<file path="config.mk">
export PLATFORM = sky130hd
export DESIGN_NAME = greedy_3d_line_stepper_core
export DESIGN_NICKNAME = d
export VERILOG_FILES = /design/src/design/g3ls_pkg.sv /design/src/design/g3ls_front.sv /design/src/design/g3ls_mul.sv /design/src/design/g3ls_back.sv /design/src/design/greedy_3d_line_stepper_core.sv
export VERILOG_INCLUDE_DIRS = /design/src /design/src/design
export SDC_FILE = /design/constraint.sdc
export NUM_CORES = 2
export LEC_CHECK = 0
export BUFFER_PORTS_ARGS = -buffer_cell sky130_fd_sc_hd__buf_2
export CAP_MARGIN = 10
export CORE_ASPECT_RATIO = 1.5
export CORE_UTILIZATION = 41
export CTS_CLUSTER_SIZE = 12
export DETAILED_ROUTE_END_ITERATION = 10
export HOLD_SLACK_MARGIN = 0.15
export SKIP_LAST_GASP = 1
export SYNTH_ARGS = -nofsm -noshare
export SYNTH_HDL_FRONTEND = slang
export SYNTH_SLANG_ARGS = --single-unit
</file>
<file path="constraint.sdc">
create_clock -name clock -period 8.9 [get_ports clock]
set_input_delay 1.78 -clock clock [delete_from_list [all_inputs] [get_ports clock]]
set_output_delay 1.78 -clock clock [all_outputs]
set_load 0.05 [all_outputs]
</file>
<file path="src/design/greedy_3d_line_stepper_core_defines.svh">
// Assertion macros shared by the line stepper RTL.
// Included by modules that carry concurrent assertions; no other dependencies.
`ifndef GREEDY_3D_LINE_STEPPER_CORE_DEFINES_SVH
`define GREEDY_3D_LINE_STEPPER_CORE_DEFINES_SVH

// Same-cycle implication checked at every clock edge outside reset.
`define G3LS_ASSERT_IMPLY(label, clk, rst, ante, cons, msg) \
   label: assert property (@(posedge clk) disable iff (rst) (ante) |-> (cons)) else $error(msg);

// Next-cycle implication checked at every clock edge outside reset.
`define G3LS_ASSERT_NEXT(label, clk, rst, ante, cons, msg) \
   label: assert property (@(posedge clk) disable iff (rst) (ante) |=> (cons)) else $error(msg);

`endif

</file>
<file path="src/design/g3ls_pkg.sv">
// Shared types, constants and helper functions for the three-axis line stepper.
// No dependencies; imported by every module of the block.
package g3ls_pkg;

   localparam int COORD_BITS_DEFAULT = 16;
   localparam int MUL_DIGIT_BITS     = 16;
   localparam int QUEUE_DEPTH        = 2;
   localparam int CSR_INDEX_BITS     = 2;
   localparam int STEP_CODE_BITS     = 6;

   // Register indexes of the configuration port.
   localparam logic [CSR_INDEX_BITS-1:0] CSR_REVERSE_X = 2'd0;
   localparam logic [CSR_INDEX_BITS-1:0] CSR_REVERSE_Y = 2'd1;
   localparam logic [CSR_INDEX_BITS-1:0] CSR_REVERSE_Z = 2'd2;

   // Last probe number and last product number of the cross product.
   localparam logic [2:0] LAST_PROBE   = 3'd6;
   localparam logic [2:0] LAST_C0_TERM = 3'd5;
   localparam logic [2:0] LAST_SQUARE  = 3'd2;

   typedef enum logic [1:0] {
      OP_LOAD,
      OP_CLEAR,
      OP_STEP
   } op_type;

   typedef enum logic [2:0] {
      ST_IDLE,
      ST_C0_ISSUE,
      ST_C0_WAIT,
      ST_PROBE_START,
      ST_SQ_ISSUE,
      ST_SQ_WAIT,
      ST_PROBE_END,
      ST_FINISH
   } back_state_type;

   typedef struct packed {
      logic busy;
      logic done;
   } mul_status_type;

   // Axis set of each probe, in the order X, Y, Z, XY, XZ, YZ, XYZ.
   function automatic logic [2:0] probe_axes(logic [2:0] idx);
      logic [2:0] axes;
      case (idx)
         3'd0:    axes = 3'b001;
         3'd1:    axes = 3'b010;
         3'd2:    axes = 3'b100;
         3'd3:    axes = 3'b011;
         3'd4:    axes = 3'b101;
         3'd5:    axes = 3'b110;
         3'd6:    axes = 3'b111;
         default: axes = 3'b000;
      endcase
      return axes;
   endfunction

   // Packs per-axis plus and minus moves into a step code, swapping reversed axes.
   function automatic logic [STEP_CODE_BITS-1:0] step_code(logic [2:0] plus,
                                                           logic [2:0] minus,
                                                           logic [2:0] rev);
      logic [STEP_CODE_BITS-1:0] code;
      for (int a = 0; a < 3; a++) begin
         code[a]     = rev[a] ? minus[a] : plus[a];
         code[a + 3] = rev[a] ? plus[a] : minus[a];
      end
      return code;
   endfunction

endpackage

</file>
<file path="src/design/g3ls_front.sv">
// Front end of the line stepper: accepts request transfers, classifies them
// and holds them in a short command queue. Depends on g3ls_pkg.
module g3ls_front #(
   parameter int COORD_BITS = 16
) (
   input  logic                         clock,
   input  logic                         reset,
   input  logic                         req_valid,
   output logic                         req_ready,
   input  logic                         req_kind,
   input  logic signed [COORD_BITS-1:0] req_start_x,
   input  logic signed [COORD_BITS-1:0] req_start_y,
   input  logic signed [COORD_BITS-1:0] req_start_z,
   input  logic signed [COORD_BITS-1:0] req_end_x,
   input  logic signed [COORD_BITS-1:0] req_end_y,
   input  logic signed [COORD_BITS-1:0] req_end_z,
   output logic                         cmd_valid,
   input  logic                         cmd_ready,
   output g3ls_pkg::op_type             cmd_op,
   output logic signed [COORD_BITS-1:0] cmd_start [3],
   output logic signed [COORD_BITS-1:0] cmd_end [3]
);
   import g3ls_pkg::*;

   localparam int PTR_BITS   = (QUEUE_DEPTH > 1) ? $clog2(QUEUE_DEPTH) : 1;
   localparam int COUNT_BITS = $clog2(QUEUE_DEPTH + 1);

   op_type                  op_q_ff    [QUEUE_DEPTH];
   logic signed [COORD_BITS-1:0] start_q_ff [QUEUE_DEPTH][3];
   logic signed [COORD_BITS-1:0] end_q_ff   [QUEUE_DEPTH][3];
   logic [PTR_BITS-1:0]     wr_ptr_ff;
   logic [PTR_BITS-1:0]     rd_ptr_ff;
   logic [COUNT_BITS-1:0]   count_ff;
   op_type                  req_op;
   logic                    push;
   logic                    pop;

   // Classify the incoming item: a step, an empty segment or a real load.
   always_comb begin
      if (req_kind) begin
         req_op = OP_STEP;
      end else if (req_start_x == req_end_x && req_start_y == req_end_y &&
                   req_start_z == req_end_z) begin
         req_op = OP_CLEAR;
      end else begin
         req_op = OP_LOAD;
      end
   end

   assign req_ready = (count_ff != COUNT_BITS'(QUEUE_DEPTH));
   assign cmd_valid = (count_ff != '0);
   assign push      = req_valid && req_ready;
   assign pop       = cmd_valid && cmd_ready;

   // Queue head drives the command side.
   always_comb begin
      cmd_op = op_q_ff[rd_ptr_ff];
      for (int a = 0; a < 3; a++) begin
         cmd_start[a] = start_q_ff[rd_ptr_ff][a];
         cmd_end[a]   = end_q_ff[rd_ptr_ff][a];
      end
   end

   // Queue pointers and fill count.
   always_ff @(posedge clock) begin
      if (reset) begin
         wr_ptr_ff <= '0;
         rd_ptr_ff <= '0;
         count_ff  <= '0;
      end else begin
         if (push) begin
            wr_ptr_ff <= (wr_ptr_ff == PTR_BITS'(QUEUE_DEPTH - 1)) ? '0 :
                         wr_ptr_ff + PTR_BITS'(1);
         end
         if (pop) begin
            rd_ptr_ff <= (rd_ptr_ff == PTR_BITS'(QUEUE_DEPTH - 1)) ? '0 :
                         rd_ptr_ff + PTR_BITS'(1);
         end
         if (push && !pop) begin
            count_ff <= count_ff + COUNT_BITS'(1);
         end else if (pop && !push) begin
            count_ff <= count_ff - COUNT_BITS'(1);
         end
      end
   end

   // Queue entries.
   always_ff @(posedge clock) begin
      if (push) begin
         op_q_ff[wr_ptr_ff]       <= req_op;
         start_q_ff[wr_ptr_ff][0] <= req_start_x;
         start_q_ff[wr_ptr_ff][1] <= req_start_y;
         start_q_ff[wr_ptr_ff][2] <= req_start_z;
         end_q_ff[wr_ptr_ff][0]   <= req_end_x;
         end_q_ff[wr_ptr_ff][1]   <= req_end_y;
         end_q_ff[wr_ptr_ff][2]   <= req_end_z;
      end
   end

endmodule

</file>
<file path="src/design/g3ls_mul.sv">
// Iterative unsigned multiplier: one digit of the second operand per cycle,
// most significant digit first. Depends on g3ls_pkg.
module g3ls_mul #(
   parameter int OPERAND_BITS = 34
) (
   input  logic                        clock,
   input  logic                        reset,
   input  logic                        start,
   input  logic [OPERAND_BITS-1:0]     a,
   input  logic [OPERAND_BITS-1:0]     b,
   output g3ls_pkg::mul_status_type    status,
   output logic [2*OPERAND_BITS-1:0]   product
);
   import g3ls_pkg::*;

   localparam int DIG       = MUL_DIGIT_BITS;
   localparam int NSTEP     = (OPERAND_BITS + DIG - 1) / DIG;
   localparam int BPW       = NSTEP * DIG;
   localparam int PW        = 2 * OPERAND_BITS;
   localparam int CNT_BITS  = $clog2(NSTEP + 1);

   logic [OPERAND_BITS-1:0]     a_ff;
   logic [BPW-1:0]              b_ff;
   logic [PW-1:0]               acc_ff;
   logic [PW-1:0]               acc_in;
   logic [CNT_BITS-1:0]         cnt_ff;
   logic                        done_ff;
   logic [OPERAND_BITS+DIG-1:0] partial;

   // One partial product per cycle, folded into the shifted accumulator.
   assign partial = a_ff * b_ff[BPW-1 -: DIG];
   assign acc_in  = (acc_ff << DIG) + PW'(partial);

   // Step counter and completion pulse.
   always_ff @(posedge clock) begin
      if (reset) begin
         cnt_ff  <= '0;
         done_ff <= 1'b0;
      end else begin
         done_ff <= 1'b0;
         if (start) begin
            cnt_ff <= CNT_BITS'(NSTEP);
         end else if (cnt_ff != '0) begin
            cnt_ff <= cnt_ff - CNT_BITS'(1);
            if (cnt_ff == CNT_BITS'(1)) begin
               done_ff <= 1'b1;
            end
         end
      end
   end

   // Operands and accumulator.
   always_ff @(posedge clock) begin
      if (start) begin
         a_ff   <= a;
         b_ff   <= BPW'(b);
         acc_ff <= '0;
      end else if (cnt_ff != '0) begin
         acc_ff <= acc_in;
         b_ff   <= b_ff << DIG;
      end
   end

   assign status.busy = (cnt_ff != '0);
   assign status.done = done_ff;
   assign product     = acc_ff;

endmodule

</file>
<file path="src/design/g3ls_back.sv">
// Back end of the line stepper: holds the segment state, runs the probe search
// on a shared multiplier and registers the result. Depends on g3ls_pkg, g3ls_mul.
`include "greedy_3d_line_stepper_core_defines.svh"

module g3ls_back #(
   parameter int COORD_BITS = 16
) (
   input  logic                         clock,
   input  logic                         reset,
   input  logic                         cmd_valid,
   output logic                         cmd_ready,
   input  g3ls_pkg::op_type             cmd_op,
   input  logic signed [COORD_BITS-1:0] cmd_start [3],
   input  logic signed [COORD_BITS-1:0] cmd_end [3],
   input  logic [2:0]                   reverse,
   output logic                         rsp_valid,
   input  logic                         rsp_ready,
   output logic [g3ls_pkg::STEP_CODE_BITS-1:0] rsp_step_code,
   output logic                         rsp_segment_done,
   output logic                         rsp_idle,
   output logic signed [COORD_BITS-1:0] rsp_pos_x,
   output logic signed [COORD_BITS-1:0] rsp_pos_y,
   output logic signed [COORD_BITS-1:0] rsp_pos_z
);
   import g3ls_pkg::*;

   localparam int C    = COORD_BITS;
   localparam int DW   = C + 1;          // deltas and point differences
   localparam int KW   = C + 3;          // cross product of delta and a unit step
   localparam int CW   = 2 * C + 3;      // signed cross product component
   localparam int MAGW = 2 * C + 2;      // its magnitude
   localparam int PW   = 2 * MAGW;       // one square
   localparam int SW   = PW + 2;         // sum of three squares

   back_state_type state_ff, state_in;

   // Segment state.
   logic signed [C-1:0]  pos_ff    [3];
   logic signed [C-1:0]  origin_ff [3];
   logic signed [C-1:0]  target_ff [3];
   logic signed [DW-1:0] delta_ff  [3];
   logic                 known_ff;
   logic                 active_ff;

   // Probe search.
   logic signed [CW-1:0] c0_ff [3];
   logic signed [CW-1:0] cp_ff [3];
   logic [SW-1:0]        score_ff;
   logic [SW-1:0]        best_ff;
   logic                 have_ff;
   logic [2:0]           mv_ff;
   logic [2:0]           best_mv_ff;
   logic [2:0]           probe_ff;
   logic [2:0]           sel_ff;

   // Result register.
   logic                      rsp_valid_ff;
   logic [STEP_CODE_BITS-1:0] code_ff;
   logic                      seg_done_ff;
   logic                      idle_ff;
   logic signed [C-1:0]       rpos_ff [3];

   logic                 pop;
   logic                 out_free;
   logic                 rsp_set;
   logic [2:0]           moving;
   logic [2:0]           dneg;
   logic signed [DW-1:0] diff [3];
   logic                 differs;
   logic [2:0]           catch_plus;
   logic [2:0]           catch_minus;
   logic signed [DW-1:0] pb0 [3];
   logic [1:0]           dsel;
   logic [1:0]           psel;
   logic [DW-1:0]        d_mag;
   logic [DW-1:0]        pb_mag;
   logic                 term_neg;
   logic signed [CW-1:0] term;
   logic [MAGW-1:0]      sq_mag;
   logic                 mul_start;
   logic [MAGW-1:0]      mul_a;
   logic [MAGW-1:0]      mul_b;
   mul_status_type       mul_status;
   logic [PW-1:0]        mul_product;
   logic [2:0]           mv_now;
   logic signed [KW-1:0] tk [3][3];
   logic signed [KW-1:0] k [3];
   logic signed [CW-1:0] cp_in [3];
   logic signed [C-1:0]  new_pos [3];
   logic signed [DW-1:0] r [3];
   logic [2:0]           r_unit;
   logic [2:0]           r_nz;
   logic                 fin_done;
   logic [2:0]           fin_plus;
   logic [2:0]           fin_minus;
   logic                 better;

   function automatic logic [DW-1:0] abs_dw(logic signed [DW-1:0] x);
      return x[DW-1] ? $unsigned(-x) : $unsigned(x);
   endfunction

   function automatic logic [CW-1:0] abs_cw(logic signed [CW-1:0] x);
      return x[CW-1] ? $unsigned(-x) : $unsigned(x);
   endfunction

   assign pop      = cmd_valid && cmd_ready;
   assign out_free = !rsp_valid_ff || rsp_ready;

   // A result is loaded by a catch-up load, an idle step or a finished step.
   assign rsp_set  = (pop && cmd_op == OP_LOAD && known_ff && differs) ||
                     (pop && cmd_op == OP_STEP && !active_ff) ||
                     (state_ff == ST_FINISH && out_free);

   // Per-axis direction and the catch-up move on load.
   always_comb begin
      for (int a = 0; a < 3; a++) begin
         moving[a]      = (delta_ff[a] != '0);
         dneg[a]        = delta_ff[a][DW-1];
         diff[a]        = DW'(cmd_start[a]) - DW'(pos_ff[a]);
         catch_plus[a]  = !diff[a][DW-1] && (diff[a] != '0);
         catch_minus[a] = diff[a][DW-1];
         pb0[a]         = DW'(origin_ff[a]) - DW'(pos_ff[a]);
      end
      differs = (catch_plus | catch_minus) != 3'b000;
   end

   // Operand selection for the cross product at the current position.
   // Even terms add, odd terms subtract.
   always_comb begin
      case (sel_ff)
         3'd0:    begin dsel = 2'd1; psel = 2'd2; end
         3'd1:    begin dsel = 2'd2; psel = 2'd1; end
         3'd2:    begin dsel = 2'd0; psel = 2'd2; end
         3'd3:    begin dsel = 2'd2; psel = 2'd0; end
         3'd4:    begin dsel = 2'd0; psel = 2'd1; end
         default: begin dsel = 2'd1; psel = 2'd0; end
      endcase
      d_mag    = abs_dw(delta_ff[dsel]);
      pb_mag   = abs_dw(pb0[psel]);
      term_neg = delta_ff[dsel][DW-1] ^ pb0[psel][DW-1] ^ sel_ff[0];
      term     = $signed({1'b0, mul_product[CW-2:0]});
      sq_mag   = MAGW'(abs_cw(cp_ff[sel_ff[1:0]]));
   end

   // Shared multiplier operands.
   always_comb begin
      mul_start = (state_ff == ST_C0_ISSUE) || (state_ff == ST_SQ_ISSUE);
      if (state_ff == ST_SQ_ISSUE) begin
         mul_a = sq_mag;
         mul_b = sq_mag;
      end else begin
         mul_a = MAGW'(d_mag);
         mul_b = MAGW'(pb_mag);
      end
   end

   g3ls_mul #(
      .OPERAND_BITS(MAGW)
   ) u_mul (
      .clock   (clock),
      .reset   (reset),
      .start   (mul_start),
      .a       (mul_a),
      .b       (mul_b),
      .status  (mul_status),
      .product (mul_product)
   );

   // Cross product at a probe: the one at the current position minus
   // the cross product of the delta with the probe's unit step.
   always_comb begin
      mv_now = probe_axes(probe_ff) & moving;
      for (int b = 0; b < 3; b++) begin
         for (int c = 0; c < 3; c++) begin
            if (mv_now[c]) begin
               tk[b][c] = dneg[c] ? -KW'(delta_ff[b]) : KW'(delta_ff[b]);
            end else begin
               tk[b][c] = '0;
            end
         end
      end
      k[0] = tk[1][2] - tk[2][1];
      k[1] = tk[0][2] - tk[2][0];
      k[2] = tk[0][1] - tk[1][0];
      for (int a = 0; a < 3; a++) begin
         cp_in[a] = c0_ff[a] - CW'(k[a]);
      end
      better = !have_ff || (score_ff < best_ff);
   end

   // Move to the winning probe and test for the end point.
   always_comb begin
      for (int a = 0; a < 3; a++) begin
         fin_plus[a]  = best_mv_ff[a] && !dneg[a];
         fin_minus[a] = best_mv_ff[a] && dneg[a];
         if (fin_plus[a]) begin
            new_pos[a] = pos_ff[a] + C'(1);
         end else if (fin_minus[a]) begin
            new_pos[a] = pos_ff[a] - C'(1);
         end else begin
            new_pos[a] = pos_ff[a];
         end
         r[a]      = DW'(new_pos[a]) - DW'(target_ff[a]);
         r_nz[a]   = (r[a] != '0);
         r_unit[a] = !r_nz[a] || (r[a] == DW'(1)) || (r[a] == -DW'(1));
      end
      fin_done = (r_unit == 3'b111) &&
                 !((r_nz[0] && r_nz[1]) || (r_nz[0] && r_nz[2]) || (r_nz[1] && r_nz[2]));
   end

   // Sequencer: next state and command acceptance.
   always_comb begin
      state_in  = state_ff;
      cmd_ready = 1'b0;
      unique case (state_ff)
         ST_IDLE: begin
            if (cmd_valid) begin
               unique case (cmd_op)
                  OP_CLEAR: cmd_ready = 1'b1;
                  OP_LOAD:  cmd_ready = out_free;
                  OP_STEP: begin
                     if (active_ff) begin
                        cmd_ready = 1'b1;
                        state_in  = ST_C0_ISSUE;
                     end else begin
                        cmd_ready = out_free;
                     end
                  end
                  default:  cmd_ready = 1'b1;
               endcase
            end
         end
         ST_C0_ISSUE: state_in = ST_C0_WAIT;
         ST_C0_WAIT: begin
            if (mul_status.done) begin
               state_in = (sel_ff == LAST_C0_TERM) ? ST_PROBE_START : ST_C0_ISSUE;
            end
         end
         ST_PROBE_START: begin
            if (mv_now != 3'b000) begin
               state_in = ST_SQ_ISSUE;
            end else if (probe_ff == LAST_PROBE) begin
               state_in = ST_FINISH;
            end
         end
         ST_SQ_ISSUE: state_in = ST_SQ_WAIT;
         ST_SQ_WAIT: begin
            if (mul_status.done) begin
               state_in = (sel_ff == LAST_SQUARE) ? ST_PROBE_END : ST_SQ_ISSUE;
            end
         end
         ST_PROBE_END: state_in = (probe_ff == LAST_PROBE) ? ST_FINISH : ST_PROBE_START;
         ST_FINISH: begin
            if (out_free) begin
               state_in = ST_IDLE;
            end
         end
         default: state_in = ST_IDLE;
      endcase
   end

   always_ff @(posedge clock) begin
      if (reset) begin
         state_ff <= ST_IDLE;
      end else begin
         state_ff <= state_in;
      end
   end

   // Segment state, counters and result valid.
   always_ff @(posedge clock) begin
      if (reset) begin
         for (int a = 0; a < 3; a++) begin
            pos_ff[a]    <= '0;
            origin_ff[a] <= '0;
            target_ff[a] <= '0;
            delta_ff[a]  <= '0;
         end
         known_ff     <= 1'b0;
         active_ff    <= 1'b0;
         have_ff      <= 1'b0;
         sel_ff       <= '0;
         probe_ff     <= '0;
         rsp_valid_ff <= 1'b0;
      end else begin
         // A new result takes priority over the transfer of the old one.
         if (rsp_set) begin
            rsp_valid_ff <= 1'b1;
         end else if (rsp_valid_ff && rsp_ready) begin
            rsp_valid_ff <= 1'b0;
         end
         if (pop) begin
            case (cmd_op)
               OP_CLEAR: active_ff <= 1'b0;
               OP_LOAD: begin
                  for (int a = 0; a < 3; a++) begin
                     origin_ff[a] <= cmd_start[a];
                     target_ff[a] <= cmd_end[a];
                     delta_ff[a]  <= DW'(cmd_end[a]) - DW'(cmd_start[a]);
                     pos_ff[a]    <= cmd_start[a];
                  end
                  known_ff  <= 1'b1;
                  active_ff <= 1'b1;
               end
               OP_STEP: begin
                  have_ff  <= 1'b0;
                  sel_ff   <= '0;
                  probe_ff <= '0;
               end
               default: ;
            endcase
         end
         if ((state_ff == ST_C0_WAIT || state_ff == ST_SQ_WAIT) && mul_status.done) begin
            if ((state_ff == ST_C0_WAIT && sel_ff == LAST_C0_TERM) ||
                (state_ff == ST_SQ_WAIT && sel_ff == LAST_SQUARE)) begin
               sel_ff <= '0;
            end else begin
               sel_ff <= sel_ff + 3'd1;
            end
         end
         if (state_ff == ST_PROBE_START && mv_now == 3'b000 && probe_ff != LAST_PROBE) begin
            probe_ff <= probe_ff + 3'd1;
         end
         if (state_ff == ST_PROBE_END) begin
            if (better) begin
               have_ff <= 1'b1;
            end
            if (probe_ff != LAST_PROBE) begin
               probe_ff <= probe_ff + 3'd1;
            end
         end
         if (state_ff == ST_FINISH && out_free) begin
            for (int a = 0; a < 3; a++) begin
               pos_ff[a] <= new_pos[a];
            end
            if (fin_done) begin
               active_ff <= 1'b0;
            end
         end
      end
   end

   // Search datapath and result payload.
   always_ff @(posedge clock) begin
      if (pop && cmd_op == OP_STEP) begin
         for (int a = 0; a < 3; a++) begin
            c0_ff[a] <= '0;
         end
      end
      if (state_ff == ST_C0_WAIT && mul_status.done) begin
         c0_ff[sel_ff[2:1]] <= c0_ff[sel_ff[2:1]] + (term_neg ? -term : term);
      end
      if (state_ff == ST_PROBE_START && mv_now != 3'b000) begin
         for (int a = 0; a < 3; a++) begin
            cp_ff[a] <= cp_in[a];
         end
         score_ff <= '0;
         mv_ff    <= mv_now;
      end
      if (state_ff == ST_SQ_WAIT && mul_status.done) begin
         score_ff <= score_ff + SW'(mul_product);
      end
      if (state_ff == ST_PROBE_END && better) begin
         best_ff    <= score_ff;
         best_mv_ff <= mv_ff;
      end
      if (pop && cmd_op == OP_LOAD && known_ff && differs) begin
         code_ff     <= step_code(catch_plus, catch_minus, reverse);
         seg_done_ff <= 1'b0;
         idle_ff     <= 1'b0;
         for (int a = 0; a < 3; a++) begin
            rpos_ff[a] <= cmd_start[a];
         end
      end
      if (pop && cmd_op == OP_STEP && !active_ff) begin
         code_ff     <= '0;
         seg_done_ff <= 1'b0;
         idle_ff     <= 1'b1;
         for (int a = 0; a < 3; a++) begin
            rpos_ff[a] <= pos_ff[a];
         end
      end
      if (state_ff == ST_FINISH && out_free) begin
         code_ff     <= step_code(fin_plus, fin_minus, reverse);
         seg_done_ff <= fin_done;
         idle_ff     <= 1'b0;
         for (int a = 0; a < 3; a++) begin
            rpos_ff[a] <= new_pos[a];
         end
      end
   end

   assign rsp_valid        = rsp_valid_ff;
   assign rsp_step_code    = code_ff;
   assign rsp_segment_done = seg_done_ff;
   assign rsp_idle         = idle_ff;
   assign rsp_pos_x        = rpos_ff[0];
   assign rsp_pos_y        = rpos_ff[1];
   assign rsp_pos_z        = rpos_ff[2];

   // Checks on the sequencer and the shared multiplier.
   `G3LS_ASSERT_IMPLY(a_pop_only_idle, clock, reset, cmd_valid && cmd_ready, state_ff == ST_IDLE, "command taken while a step is in progress")
   `G3LS_ASSERT_IMPLY(a_mul_start_free, clock, reset, mul_start, !mul_status.busy, "multiplier started while busy")
   `G3LS_ASSERT_IMPLY(a_finish_has_best, clock, reset, state_ff == ST_FINISH, have_ff, "step finished without a chosen probe")
   `G3LS_ASSERT_NEXT(a_done_clears_active, clock, reset, state_ff == ST_FINISH && out_free && fin_done, !active_ff && rsp_segment_done, "finished segment still active")

endmodule

</file>
<file path="src/design/greedy_3d_line_stepper_core.sv">
// Top level of the three-axis line stepper: configuration registers, front end
// and back end. Depends on g3ls_pkg, g3ls_front, g3ls_back (and g3ls_mul).
//
//   Channel  Direction  Handshake             Payload
//   req      in         req_valid/req_ready   kind, segment start and end
//   rsp      out        rsp_valid/rsp_ready   step code, done, idle, position
//   csr      in         csr_we                register index and one data bit
//
// A load with catch-up or a step with no segment raises rsp_valid in the cycle after
// its transfer; a clear or a plain load gives no result. A step on an active
// segment runs up to 27 products on one shared multiplier, each one issued, worked
// through one 16-bit digit at a time and then handed off. A two-entry queue takes
// requests while a step is in work; a full result register stalls loads, idle
// steps and the step finish. Reset is synchronous.
module greedy_3d_line_stepper_core #(
   parameter int COORD_BITS = g3ls_pkg::COORD_BITS_DEFAULT
) (
   input  logic                         clock,
   input  logic                         reset,
   input  logic                         req_valid,
   output logic                         req_ready,
   input  logic                         req_kind,
   input  logic signed [COORD_BITS-1:0] req_start_x,
   input  logic signed [COORD_BITS-1:0] req_start_y,
   input  logic signed [COORD_BITS-1:0] req_start_z,
   input  logic signed [COORD_BITS-1:0] req_end_x,
   input  logic signed [COORD_BITS-1:0] req_end_y,
   input  logic signed [COORD_BITS-1:0] req_end_z,
   output logic                         rsp_valid,
   input  logic                         rsp_ready,
   output logic [g3ls_pkg::STEP_CODE_BITS-1:0] rsp_step_code,
   output logic                         rsp_segment_done,
   output logic                         rsp_idle,
   output logic signed [COORD_BITS-1:0] rsp_pos_x,
   output logic signed [COORD_BITS-1:0] rsp_pos_y,
   output logic signed [COORD_BITS-1:0] rsp_pos_z,
   input  logic                         csr_we,
   input  logic [g3ls_pkg::CSR_INDEX_BITS-1:0] csr_index,
   input  logic                         csr_wdata
);
   import g3ls_pkg::*;

   logic [2:0]                   reverse_ff;
   logic                         cmd_valid;
   logic                         cmd_ready;
   op_type                       cmd_op;
   logic signed [COORD_BITS-1:0] cmd_start [3];
   logic signed [COORD_BITS-1:0] cmd_end [3];

   // Axis reversal registers; writes to unknown indexes are dropped.
   always_ff @(posedge clock) begin
      if (reset) begin
         reverse_ff <= '0;
      end else if (csr_we) begin
         case (csr_index)
            CSR_REVERSE_X: reverse_ff[0] <= csr_wdata;
            CSR_REVERSE_Y: reverse_ff[1] <= csr_wdata;
            CSR_REVERSE_Z: reverse_ff[2] <= csr_wdata;
            default: ;
         endcase
      end
   end

   g3ls_front #(
      .COORD_BITS(COORD_BITS)
   ) u_front (
      .clock       (clock),
      .reset       (reset),
      .req_valid   (req_valid),
      .req_ready   (req_ready),
      .req_kind    (req_kind),
      .req_start_x (req_start_x),
      .req_start_y (req_start_y),
      .req_start_z (req_start_z),
      .req_end_x   (req_end_x),
      .req_end_y   (req_end_y),
      .req_end_z   (req_end_z),
      .cmd_valid   (cmd_valid),
      .cmd_ready   (cmd_ready),
      .cmd_op      (cmd_op),
      .cmd_start   (cmd_start),
      .cmd_end     (cmd_end)
   );

   g3ls_back #(
      .COORD_BITS(COORD_BITS)
   ) u_back (
      .clock            (clock),
      .reset            (reset),
      .cmd_valid        (cmd_valid),
      .cmd_ready        (cmd_ready),
      .cmd_op           (cmd_op),
      .cmd_start        (cmd_start),
      .cmd_end          (cmd_end),
      .reverse          (reverse_ff),
      .rsp_valid        (rsp_valid),
      .rsp_ready        (rsp_ready),
      .rsp_step_code    (rsp_step_code),
      .rsp_segment_done (rsp_segment_done),
      .rsp_idle         (rsp_idle),
      .rsp_pos_x        (rsp_pos_x),
      .rsp_pos_y        (rsp_pos_y),
      .rsp_pos_z        (rsp_pos_z)
   );

endmodule
</file>
### Word level (Yosys, flattened, before mapping)

Memories as Yosys holds them, arrays and structs flattened. A register that Yosys moved wholly into a read port is not among the register bits.
Index checks and enable logic that the tools add are counted.

| word-level totals | value |
|---|---|
| bits of input ports | 105 |
| bits in writable memories | 649 |
| register bits | 327 |
| memories | 10 |
| logic and storage cells | 407 |
| output and inout bits | 58 |

| cells by class | value |
|---|---|
| add/subtract/negate cells | 41 |
| bitwise operators | 27 |
| multipliers | 1 |
| eq/ne operators | 42 |
| multiplexer cells | 153 |
| reduce and logical (&&, ||, !) cells | 104 |
| $lt $le $gt $ge | 2 |

Memory list:

| memory | depth | bits a word | rd ports | clocked after Yosys merged registers in | write ports | line | RTL |
|---|---|---|---|---|---|---|---|
| u_back.c0_ff | 3 | 35 | 4 | 1 | 3 | g3ls_back.sv:46 | `logic signed [CW-1:0] c0_ff [3];` |
| u_back.cp_ff | 3 | 35 | 1 | 1 | 3 | g3ls_back.sv:47 | `logic signed [CW-1:0] cp_ff [3];` |
| u_front.end_q_ff | 2 | 48 | 1 | 1 | 1 | g3ls_front.sv:30 | `logic signed [COORD_BITS-1:0] end_q_ff [QUEUE_DEPTH][3];` |
| u_front.start_q_ff | 2 | 48 | 1 | 1 | 1 | g3ls_front.sv:29 | `logic signed [COORD_BITS-1:0] start_q_ff [QUEUE_DEPTH][3];` |
| u_back.delta_ff | 3 | 17 | 4 | 0 | 3 | g3ls_back.sv:41 | `logic signed [DW-1:0] delta_ff [3];` |
| u_back.origin_ff | 3 | 16 | 3 | 0 | 3 | g3ls_back.sv:39 | `logic signed [C-1:0] origin_ff [3];` |
| +4 memories | n/a | n/a | n/a | n/a | n/a | n/a |  |

Operator list:

| cell | count |
|---|---|
| $mux W16 | 24 |
| $mux W19 | 12 |
| $sub A16 B16 Y17 | 12 |
| $reduce_bool A17 Y1 | 9 |
| $mux W70 | 2 |
| $mux W17 | 8 |
| $mux W34 | 4 |
| $sub A35 B19 Y35 | 3 |
| $add A70 B68 Y70 | 1 |
| $lt A70 B70 Y1 | 1 |
| $mux W35 | 2 |
| $add A68 B50 Y68 | 1 |
| $mux W1 | 61 |
| $neg A17 Y19 | 3 |
| $sub A19 B19 Y19 | 3 |
| $mux W3 | 18 |
| $eq A17 B1 Y1 const B | 3 |
| $eq A17 B2 Y1 const B | 3 |
| $mul A34 B16 Y50 | 1 |
| $add A16 B2 Y16 const B | 3 |
| $eq A16 B16 Y1 | 3 |
| $sub A16 B2 Y16 const B | 3 |
| $add A35 B35 Y35 | 1 |
| $logic_and A1 B1 Y1 | 35 |
| 41 further kinds | 154 |

### Depth between registers and ports, before layout

| logic depth | value |
|---|---|
| depth after elaboration | 14 |
| gate-level depth with buffers | 34 |
| depth with buffers taken out | 33 |

### Modules after synthesis

A second synthesis with hierarchy kept.

| unflattened totals | value |
|---|---|
| cells, all modules | 9400 |
| area, all modules | 88353.5 sq um |

Modules (own cells, without submodules):

| module | instances | area each (sq um) | sequential area each (sq um) | cells each |
|---|---|---|---|---|
| g3ls_back | 1 | 55843.6 | 19588.8 | 6273 |
| g3ls_mul | 1 | 24532.3 | 3743.6 | 2711 |
| g3ls_front | 1 | 7835.0 | 5985.7 | 403 |
| greedy_3d_line_stepper_core | 1 | 142.6 | 60.1 | 13 |

### Worst setup path before layout

Ideal clock, no wire load.

| timing path | value |
|---|---|
| path kind | reg2reg |
| start | mem u_back.delta_ff[1][0] (netlist name) |
| end | reg u_back.score_ff[0] (enable) |
| cell stages (with the launch flop) | 11 |
| path buffers | 0 |
| path slack | 1497 ps |
| required time | 8305 ps |
| period minus slack after synthesis | 7403 ps |
| data arrival time | 6808 ps |
| library setup time | 595 ps |
| cells stage by stage | edfxtp_1 -> inv_1 -> ha_1 -> nand4_1 -> nor3_2 -> ha_1 -> o31a_1 -> and2_1 -> inv_1 -> nor3_1 -> o21ai_0 |

RTL lines:

| item | line | RTL |
|---|---|---|
| start: declaration | g3ls_back.sv:41 |  |
| end signal: assignment | g3ls_back.sv:361 | `score_ff <= score_ff + SW'(mul_product);` |
| end: declaration | g3ls_back.sv:48 | `logic [SW-1:0] score_ff;` |

==> flow_metrics.py <==
metrics = {
    "sta": {
        "post-route-period-util_pct": 96.8,
        "fmax_mhz": 116,
        "drv_slew": 0,
        "setup_viol": 0,
        "finalHoldViolCount": 0,
        "worst_slew_pin_slew_ns": 1.41,
        "fin_crit_ns": 8.62,
        "skew_ns": 0.0871,
        "setup_ws_ns": 0.281,
        "slew_headroom_pct": 5.26,
        "rsz0062_at_grt": "no",
        "fin_setup_tns_ns": 0,
    },
    "flow_run": {
        "cap_violations": 0,
    },
    "critical_path": {
        "reg2regPathDepth": 26,
        "critPathCaptureType": "flip-flop",
        "worst-path-max-fanout": 7,
        "crit_buf_inv": 3,
        "slowest_delay_ns": 0.65,
        "r2r_slack_ns": 0.28,
        "arrival_ns": 9.12,
        "reg2reg_from": "u_back.pos_ff[0][16]$_DFFE_PP_",
        "worst_setup_path_start_kind": "flip-flop",
        "crit_family": "compound AO/OA/AOI/OAI gates",
        "r2r-end": "u_back.c0_ff[1][33]$_SDFFCE_PN0P_",
        "crit_cells": 26,
        "worstPathRequired_ns": 9.40,
        "path_class": "flip-flop to flip-flop",
        "slowest_stage": "a2111oi_0",
    },
    "cts": {
        "post_cts_buffers": 0,
        "cts.path.max_buffers": 3,
        "clk_latency_ns": 0.80,
        "cts_buffers": 106,
        "htreeDepth": 3,
        "cts_num_sinks": 1015,
        "tritoncts": "done",
        "path_clk_slew_ns": 0.07,
        "clock-root-buffer": "clkbuf_16",
    },
    "yosys": {
        "synth_edf_count": 905,
        "postSynth.asyncResetShare_pct": 0,
        "ys_warn_count": 0,
        "synth_nets": 10500,
        "syn_avg_cell_area_um2": 9.42,
        "ys_ff_latch": 1015,
        "synth_cell_types": 103,
        "ys.flop_type": "edfxtp_1",
        "syn-instance-count": 9264,
        "netlist_area_um2": 87200,
        "synth-seq-area-share_pct": 33.7,
    },
    "global_route": {
        "grt_use_total_pct": 27.9,
        "grt_pass1_vias": 72200,
        "antenna_found_initial": 8,
        "grt_start_max_net_pins": 74,
        "grt_pass1_wl_um": 449000,
        "gr-total-overflow": 0,
    },
    "die": {
        "rows": 207,
        "die_w_um": 379,
        "die_area_um2": 215000,
        "die_y_um": 567,
        "core_area_um2": 212000,
        "initial_core_util_pct": 41.2,
        "ios": 163,
    },
    "worst_hold_path": {
        "min_to": "u_back.best_mv_ff[1]$_DFFE_PP_",
        "min_path_type": "flip-flop to flip-flop",
        "hp-start": "u_back.mv_ff[1]$_DFFE_PP_",
        "whs_path_depth": 0,
    },
    "layout": {
        "area_growth_pct": 9.26,
        "nNetsFinal": 10600,
        "final_cell_area_um2": 95300,
        "drive_gt1_share_pct": 7.33,
    },
    "route": {
        "routedWlPerCell_um": 24.6,
        "drtIter0Drc": 4943,
        "dr.pass1.iters": 6,
        "via_per_inst": 5.72,
        "drc": 0,
        "ant_nets": 0,
        "vias": 70200,
        "routed_wl_um": 302000,
    },
    "place": {
        "dpl-instance-area_um2": 91800,
        "place_congestion": 1.04,
        "portBuffers": 162,
        "dp_slack_ns": 0.410,
        "dp_hpwl_um": 243000,
    },
    "outcome": {
        "status": "completed",
    },
}
[cells in the final DEF, fill, tap and decap left out, types with 106 or more instances in the layout]
master | synthesis | final
ha_1 | 637 | 636
buf_4 | 0 | 192
dfxtp_1 | 110 | 106
a21o_1 | 176 | 175
clkbuf_16 | 0 | 108
nand2_1 | 922 | 920
a21oi_1 | 546 | 545
fa_1 | 500 | 500
xnor2_1 | 392 | 390
nor2_1 | 786 | 782
xor2_1 | 246 | 246
nor3_1 | 140 | 139
edfxtp_1 | 905 | 905
inv_1 | 1094 | 1092
and2_1 | 318 | 318
nand3_1 | 146 | 146
buf_2 | 17 | 162
o21ai_0 | 413 | 412
mux2i_1 | 161 | 160
[layout make-up]
cell class | count | area (um2)
fillers | 20400 | 116000
multi-input cells | 6790 | 52500
flip-flops and latches | 1015 | 29400
inverters | 1096 | 4120
well taps | 2821 | 3530
clock buffers | 152 | 2940
repair buffers | 356 | 2290
clock inverters | 39 | 571
diodes | 3 | 7.51
[registers in the layout, indices dropped and copies added, names as in the netlist, 3 cells and up, named ones only]
name                  count
u_back.best_ff           70
u_back.cp_ff            105
u_back.delta_ff          51
u_back.best_mv_ff         3
u_back.u_mul.product     68
u_front.op_q_ff           4
u_back.probe_ff           3
u_back.target_ff         48
reverse_ff                3
u_back.state_ff           3
u_back.rpos_ff           48
u_back.mv_ff              3
u_back.u_mul.b_ff        48
u_front.start_q_ff       96
u_back.origin_ff         48
u_front.end_q_ff         96
u_back.score_ff          70
u_back.c0_ff            140
u_back.sel_ff             3
u_back.rsp_step_code      6
u_back.u_mul.a_ff        34
u_back.pos_ff            48
[per-layer routing]
layer / wire length, um / track usage (%) / vias to the layer above
li1: - / - / 32300
met1: 102000 / 28.0 / 34700
met2: 161000 / 52.3 / 2366
met3: 13600 / 3.51 / 859
met4: 25400 / 20.0 / 6
met5: 43 / 0 / -
[cell usage after synthesis (23+ instances only)]
cell       instances  share of area (%)
nand2b_1          97               0.70
nand4_1          100               0.72
mux4_2            35               0.90
nand2_1          922                4.0
nor3_1           140               0.80
a21boi_0          28               0.24
o22ai_1           33               0.24
o21ai_0          413                2.4
or2_2             26               0.19
xor2_1           246                2.5
a41oi_1           23               0.23
o21bai_1          42               0.36
a31oi_1           68               0.49
and2_1           318                2.3
and3_1            59               0.42
xnor2_1          392                3.9
o31ai_1           53               0.46
inv_1           1094                4.7
o211ai_1          53               0.46
o21a_1            81               0.70
o2111ai_1         23               0.23
a21o_1           176                1.5
ha_1             637                9.1
mux2_2            62               0.80
dfxtp_1          110                2.5
o31a_1            27               0.27
buf_1             41               0.18
a211oi_1          50               0.43
nand3_1          146               0.84
a21oi_1          546                3.1
nor2_1           786                3.4
nor4_1            64               0.46
mux2i_1          161                1.8
clkbuf_1         303                1.3
nor2b_1           82               0.59
edfxtp_1         905                 31
or3_1             73               0.52
fa_1             500                 11
[repair_timing]
item / in CTS / in global routing
gates resized for setup: 0 / 1
hold buffers: 0 / 0
setup endpoints to repair: 0 / 9
[worst max-delay path by stage]
stage | startpoint | to
after global placement | u_back.pos_ff[0][16]$_DFFE_PP_ | u_back.c0_ff[1][33]$_SDFFCE_PN0P_
after CTS | u_back.pos_ff[0][16]$_DFFE_PP_ | u_back.c0_ff[2][33]$_SDFFCE_PN0P_
after global routing | u_back.pos_ff[0][16]$_DFFE_PP_ | u_back.c0_ff[0][33]$_SDFFCE_PN0P_
after floorplan | u_back.delta_ff[1][0]$_SDFFCE_PN0P_ | u_back.score_ff[0]$_SDFFCE_PN0P_
final | u_back.pos_ff[0][16]$_DFFE_PP_ | u_back.c0_ff[1][33]$_SDFFCE_PN0P_
after detailed placement | u_back.pos_ff[0][16]$_DFFE_PP_ | u_back.c0_ff[2][33]$_SDFFCE_PN0P_
[through the flow]
| step | std cells | hold slack (ns) | util, % |
|---|---|---|---|
| after global placement | 12100 | 0.436 | 43.4 |
| after detailed placement | 12100 | 0.412 | 43.4 |
| after global routing | 12300 | 0.473 | 45.0 |
| after CTS | 12300 | 0.458 | 45.0 |
| final | 12300 | 0.459 | 45.0 |
| after floorplan | 9264 | 0.400 | - |
[cells by family after synthesis]
| group | share of synthesized area (%) |
|---|---|
| AND/OR/NAND/NOR | 15.9 |
| AO/OA/AOI/OAI | 13.5 |
| buffers and inverters | 6.32 |
| adder cells (fa/ha/maj) | 20.6 |
| flip-flops | 33.7 |
| XOR/XNOR | 6.43 |
| multiplexers | 3.57 |
Power is not shown: default switching activity piles up to over one toggle a cycle in this logic, so the estimate is an artifact.
